===== config.mk =====
export PLATFORM = sky130hd
export DESIGN_NAME = ipag_queue
export DESIGN_NICKNAME = d
export VERILOG_FILES = /design/src/ipag_pkg.sv /design/src/ipag_queue.sv
export SDC_FILE = /design/constraint.sdc
export NUM_CORES = 1
export LEC_CHECK = 0
export ABC_AREA = 1
export BUFFER_PORTS_ARGS = -buffer_cell sky130_fd_sc_hd__buf_2
export CAP_MARGIN = 10
export CORE_MARGIN = 2
export CORE_UTILIZATION = 40
export CTS_CLUSTER_DIAMETER = 80
export DETAILED_ROUTE_END_ITERATION = 16
export HOLD_SLACK_MARGIN = 0.02
export PLACE_DENSITY = 0.71
export RECOVER_POWER = 25
export SETUP_SLACK_MARGIN = 0.1
export SLEW_MARGIN = 20
export SYNTH_ARGS = -nofsm -noshare
export SYNTH_HDL_FRONTEND = slang
export SYNTH_SLANG_ARGS = --single-unit

===== constraint.sdc =====
create_clock -name clk -period 9.5 [get_ports clk]
set_input_delay 1.9 -clock clk [delete_from_list [all_inputs] [get_ports clk]]
set_output_delay 1.9 -clock clk [all_outputs]
set_load 0.1 [all_outputs]

===== src/ipag_pkg.sv =====
package ipag_pkg;

    localparam int CFG_DIM_W   = 13;
    localparam int CFG_KER_W   = 4;
    localparam int CFG_INDEX_W = 4;
    localparam int CFG_DATA_W  = 16;

    localparam int TAP_W       = 3;
    localparam int BASE_W      = 22;
    localparam int SRC_W       = 44;
    localparam int DST_W       = 50;
    localparam int COL_STEP_W  = 21;
    localparam int ROW_STEP_W  = 34;

    localparam int QUEUE_DEPTH = 2;

    localparam logic [CFG_INDEX_W-1:0] CFG_IN_HEIGHT     = 4'd0;
    localparam logic [CFG_INDEX_W-1:0] CFG_IN_WIDTH      = 4'd1;
    localparam logic [CFG_INDEX_W-1:0] CFG_CHANNELS      = 4'd2;
    localparam logic [CFG_INDEX_W-1:0] CFG_KERNEL_HEIGHT = 4'd3;
    localparam logic [CFG_INDEX_W-1:0] CFG_KERNEL_WIDTH  = 4'd4;
    localparam logic [CFG_INDEX_W-1:0] CFG_STRIDE_PAIR   = 4'd5;
    localparam logic [CFG_INDEX_W-1:0] CFG_DILATION_PAIR = 4'd6;
    localparam logic [CFG_INDEX_W-1:0] CFG_PADDING_PAIR  = 4'd7;

    typedef struct packed {
        logic [7:0]  batch_index;
        logic [11:0] out_row;
        logic [11:0] out_col;
        logic [31:0] out_pixel;
    } in_item_t;

    typedef struct packed {
        logic [43:0] src_address;
        logic [49:0] dst_address;
        logic        is_padding;
        logic        last_tap;
    } out_item_t;

    // Configuration after range clamping
    typedef struct packed {
        logic [CFG_DIM_W-1:0] in_height;
        logic [CFG_DIM_W-1:0] in_width;
        logic [CFG_DIM_W-1:0] channels;
        logic [CFG_KER_W-1:0] kernel_height;
        logic [CFG_KER_W-1:0] kernel_width;
        logic [7:0]           stride_row;
        logic [7:0]           stride_col;
        logic [7:0]           rate_row;
        logic [7:0]           rate_col;
        logic [7:0]           pad_top;
        logic [7:0]           pad_left;
    } cfg_t;

    // Per-pixel work handed from front to back
    typedef struct packed {
        logic [SRC_W-1:0]      src_base;
        logic [DST_W-1:0]      dst_base;
        logic [BASE_W-1:0]     row_base;
        logic [BASE_W-1:0]     col_base;
        logic [ROW_STEP_W-1:0] row_step;
        logic [COL_STEP_W-1:0] col_step;
    } desc_t;

    typedef enum logic [2:0] {
        FR_IDLE,
        FR_BASE,
        FR_SCALE,
        FR_ROW,
        FR_COL,
        FR_ADDR,
        FR_PUSH
    } front_state_t;

endpackage


===== src/ipag_queue.sv =====
module ipag_queue (
    input  logic            clk,
    input  logic            rst_n,
    input  logic            push,
    input  ipag_pkg::desc_t push_data,
    output logic            full,
    input  logic            pop,
    output ipag_pkg::desc_t pop_data,
    output logic            empty
);

    localparam int PTR_W = (ipag_pkg::QUEUE_DEPTH > 1) ? $clog2(ipag_pkg::QUEUE_DEPTH) : 1;
    localparam int CNT_W = $clog2(ipag_pkg::QUEUE_DEPTH + 1);
    localparam logic [PTR_W-1:0] LAST_SLOT = PTR_W'(ipag_pkg::QUEUE_DEPTH - 1);
    localparam logic [CNT_W-1:0] DEPTH_CNT = CNT_W'(ipag_pkg::QUEUE_DEPTH);

    ipag_pkg::desc_t  slot_reg [ipag_pkg::QUEUE_DEPTH];
    logic [PTR_W-1:0] wr_ptr_reg, rd_ptr_reg;
    logic [CNT_W-1:0] count_reg;

    assign full     = (count_reg == DEPTH_CNT);
    assign empty    = (count_reg == '0);
    assign pop_data = slot_reg[rd_ptr_reg];

    always_ff @(posedge clk or negedge rst_n)
    begin
        if (!rst_n)
        begin
            wr_ptr_reg <= '0;
            rd_ptr_reg <= '0;
            count_reg  <= '0;
        end
        else
        begin
            if (push)
            begin
                wr_ptr_reg <= (wr_ptr_reg == LAST_SLOT) ? '0 : wr_ptr_reg + 1'b1;
            end
            if (pop)
            begin
                rd_ptr_reg <= (rd_ptr_reg == LAST_SLOT) ? '0 : rd_ptr_reg + 1'b1;
            end
            if (push && !pop)
            begin
                count_reg <= count_reg + 1'b1;
            end
            else if (pop && !push)
            begin
                count_reg <= count_reg - 1'b1;
            end
        end
    end

    always_ff @(posedge clk)
    begin
        if (push)
        begin
            slot_reg[wr_ptr_reg] <= push_data;
        end
    end

endmodule


After elaboration in Yosys (flattened, before gate mapping)
Memory sizes are Yosys's and may differ from the RTL's.
Cells that the tools add are included.
- $add $sub $neg: 4
- equal/unequal tests: 1
- muxes and demuxes: 6
- reductions and logical operators: 6
- operator list (cell ; count):
    $mux W1 ; 4
    $mux W2 ; 2
    $add A1 B1 Y1 const B ; 2
    $add A2 B1 Y2 const B ; 1
    $eq A2 B2 Y1 const B ; 1
    $logic_and A1 B1 Y1 ; 2
    $logic_not A1 Y1 ; 2
    $logic_not A2 Y1 ; 1
    $reduce_bool A2 Y1 ; 1
    $sub A2 B1 Y2 const B ; 1
- bits in registers: 4
- bits in writable memories: 386
- output and inout bits: 195
- word-level logic and storage cells: 21
- memories kept: 1
- memories (memory ; words ; bits a word ; rd ports ; clocked after Yosys merged registers in ; wr ports ; line ; source):
    slot_reg ; 2 ; 193 ; 1 ; 0 ; 1 ; ipag_queue.sv:17 ; ipag_pkg::desc_t slot_reg [ipag_pkg::QUEUE_DEPTH];

Longest topological paths before layout
- depth in word-level cells: 4
- gate-level depth with buffers: 7
- mapped depth without buffers: 7

Worst setup path before layout
OpenSTA, ideal clock, no wires.
- path type: input port to flip-flop
- start point: input push
- end point: memory slot_reg[0][0] (netlist name) (enable)
- setup time: 0.755 ns
- arrival time: 10.005 ns
- path slack: -1.260 ns
- cell stages on the path: 2
- path buffers: 0
- cells stage by stage: inv_1 > nor2_1
- longest elaborated chain between the ends: 2
- RTL lines (element ; line ; source):
    from (decl) ; ipag_queue.sv:4 ; input logic push,
    $mux W1 ; ipag_queue.sv:56 ; if (push)
    $mux W1 (not written as such) ; ipag_queue.sv:58 ; slot_reg[wr_ptr_reg] <= push_data;
    to (decl) ; ipag_queue.sv:17 ;
No other way between the ends.

==> metrics.md <==
| Metric | Value |
|---|---|
| Io pins | `392` |
| Seq/Total Area, Yosys | `0.7897` |
| TritonCTS clock tree | `built` |
| H-tree depth | `2` |
| Clk_lat worst skew | `0.53 ns` |
| Largest register FFs | `386` |
| Max FO, Critical Path | `123` |
| Delay of the slowest critical-path stage | `0.59 ns` |
| Synth top area share | `0.7830` |
| Most common cell in the synthesized netlist | `edfxtp_1` |
| Setup TNS Final | `0 ns` |
| Largest delay share family, worst path | `buffers and inverters` |
| Rel. slew slack | `0.3010` |
| Crit-path slowest cell | `buf_12` |
| WL met3 | `2851 um` |
| GRT Total Usage | `0.1454` |
| CTS Buf Count | `41` |
| PostCTS Resize Cnt | `0` |
| WP data arrival | `2.73 ns` |
| Fmax | `0.2162 GHz` |
| Port Buffers | `391` |
| Top post-synthesis cells by count | `386 x edfxtp_1, 160 x mux2_4, 33 x mux2_2` |
| Clk sinks | `390` |
| Max Cap Viol | `0` |
| Fillers | `2,997` |
| Worst path bufs/invs | `2` |
| Pin count of the biggest net entering global routing | `124` |
| First-pass GRT wire length | `42,410 um` |
| Antenna viol nets, final | `0` |
| Placer Congestion | `0.7394` |
| Crit path time final | `4.626 ns` |
| Area contributors post-synth | `edfxtp_1 78%, mux2_4 16%, mux2_2 2.5%, buf_6 1.4%, dfrtp_1 0.68%` |
| Die Height | `196.4 um` |
| Vias per cell | `4.663` |
| Tcrit/Tclk final | `0.4870` |
| Row cnt | `70` |
| Die area | `0.03857 mm2` |
| Synth Flop Type | `edfxtp_1` |
| Number of library cell types mapped by synthesis | `15` |
| Mapped Nets | `824` |
| CP endpoint kind | `primary output` |
| Hold_buf cts | `0` |
| Worst EP required | `7.60 ns` |
| Clk_skew | `0.009232 ns` |
| Startpoint types | `flop` |
| Count of warnings emitted by yosys | `0` |
| Worst min-delay path class | `reg2reg` |
| Setup Crit Path Kind | `reg2out` |
| Met2 WL | `14,300 um` |
| DP Wirelength | `19,160 um` |
| Vias in the first global route | `7,616` |
| Fraction of layout cells with a size suffix above 1 | `0.5675` |
| Max Transition Viols Final | `0` |
| Post-synth EDFFs | `386` |
| Synth Instances | `626` |
| Worst-path clk slew | `0.05 ns` |
| DRT iter0 DRCs | `226` |
| Cell Chain, Critical Path | `buf_12 > mux2_4 > buf_2` |
| Fin nets | `1,243` |
| Routed wire length | `28,790 um` |
| Antenna violations before repair | `8` |
| Core area | `0.03652 mm2` |
| Avg Synthesized Cell Area | `23.65 um2` |
| Starting density of the core | `0.4053` |
| Final Setup Violations | `0` |
| RSZ-0062 raised after global routing | `no` |
| Async SR Flop Fraction | `0.01026` |
| Hold Vio Cnt, Final | `0` |
| CTS root buffer | `clkbuf_16` |
| GR Overflow Total | `0` |
| CTS Buffer Depth | `3` |
| Worst Tran Pin Value | `1.048 ns` |
| DRT Pass-1 Iters | `6` |
| Cell Area, Synth | `0.01480 mm2` |
| Yosys reg bits | `390` |
| Post-CTS Repair Setup Buffers | `0` |
| Routed via count | `7,177` |
| Uppermost layer routed | `met5` |
| Top cell type by total area after synthesis | `edfxtp_1` |
| Syn-to-layout area delta | `24.37%` |
| Die extent in x | `196.4 um` |
| M1 WL | `10,890 um` |
| # DRC | `0` |
| Wire per inst | `18.71 um` |
| Status | `completed` |
==> area by class of cell <==
class                      instances  area, um2  area share
sequential                       390      11700      0.6352
clock inverter                    15      176.4    0.009582
antenna                            5      12.51   0.0006796
timing repair buffer             398       1991      0.1081
tap                              468      585.6     0.03180
inverter                           7      33.78    0.001835
multi-input combinational        207       2861      0.1554
clock buffer                      49       1056     0.05736
==> tightest hold or removal path, stage by stage (launching register included) <==
cell and delay (ns):
dfrtp_1 0.36, nand2_1 0.06, nand2_1 0.05
==> final timing paths <==
check / startpoint / to / slack [ns] / cells past startpoint
min reg2reg: count_reg[1] / count_reg[1] / 0.50 / 2
min in group asynchronous: rst_n / wr_ptr_reg / 1.20 / 1
min: count_reg[1] / count_reg[1] / 0.50 / 2
max in group asynchronous: rst_n / rd_ptr_reg / 8.08 / 1
max reg2reg: wr_ptr_reg / slot_reg[0][102] / 6.69 / 3
max: rd_ptr_reg / pop_data[50] / 4.87 / 3
==> metal layers <==
metal	vias to the layer above	global-route usage
met4	4	0.05948
met5	-	0
met3	52	0.06810
met1	3506	0.1626
met2	287	0.2405
li1	3328	-
==> kinds of logic (layout without fill, tap and decap cells) <==
| kind of cell | after synthesis | after routing | synth area share |
|---|---|---|---|
| adders and majority gates | 1 | 1 | 0.0008450 |
| and+or+nand+nor | 10 | 10 | 0.002789 |
| other | 0 | 5 | 0 |
| buffers and inverters | 29 | 469 | 0.01749 |
| DFF | 390 | 390 | 0.7897 |
| muxes | 193 | 193 | 0.1874 |
| xor gates and xnor gates | 3 | 3 | 0.001775 |
==> per-stage QoR <==
step,cells,utilization,hold WS [ns],cell area (um2),worst slack (ns)
global placement,1469,0.4707,0.4795,17190,5.044
floorplan,626,-,0.4631,14810,2.112
finish,1539,0.5041,0.4986,18410,4.874
CTS,1533,0.5044,0.5046,18420,4.746
global route,1538,0.5040,0.5528,18410,4.776
detailed placement,1469,0.4707,0.4922,17190,5.016
==> placed cells by master, fill, tap and decap left out, drive strengths merged <==
cell      synthesis  layout
clkinvlp          0       1
buf              22     358
clkinv            0       9
diode             0       5
edfxtp          386     386
xnor2             1       1
bufinv            0       4
clkbuf            0      89
xor2              2       2
dfrtp             4       4
nand2             5       5
ha                1       1
inv               7       8
nand4             1       1
nand3             1       1
mux2            193     193
nor2              3       3
Power is left out: the tool's default activity adds up to more than one toggle a clock period on the data nets, which glitch-free logic cannot reach.
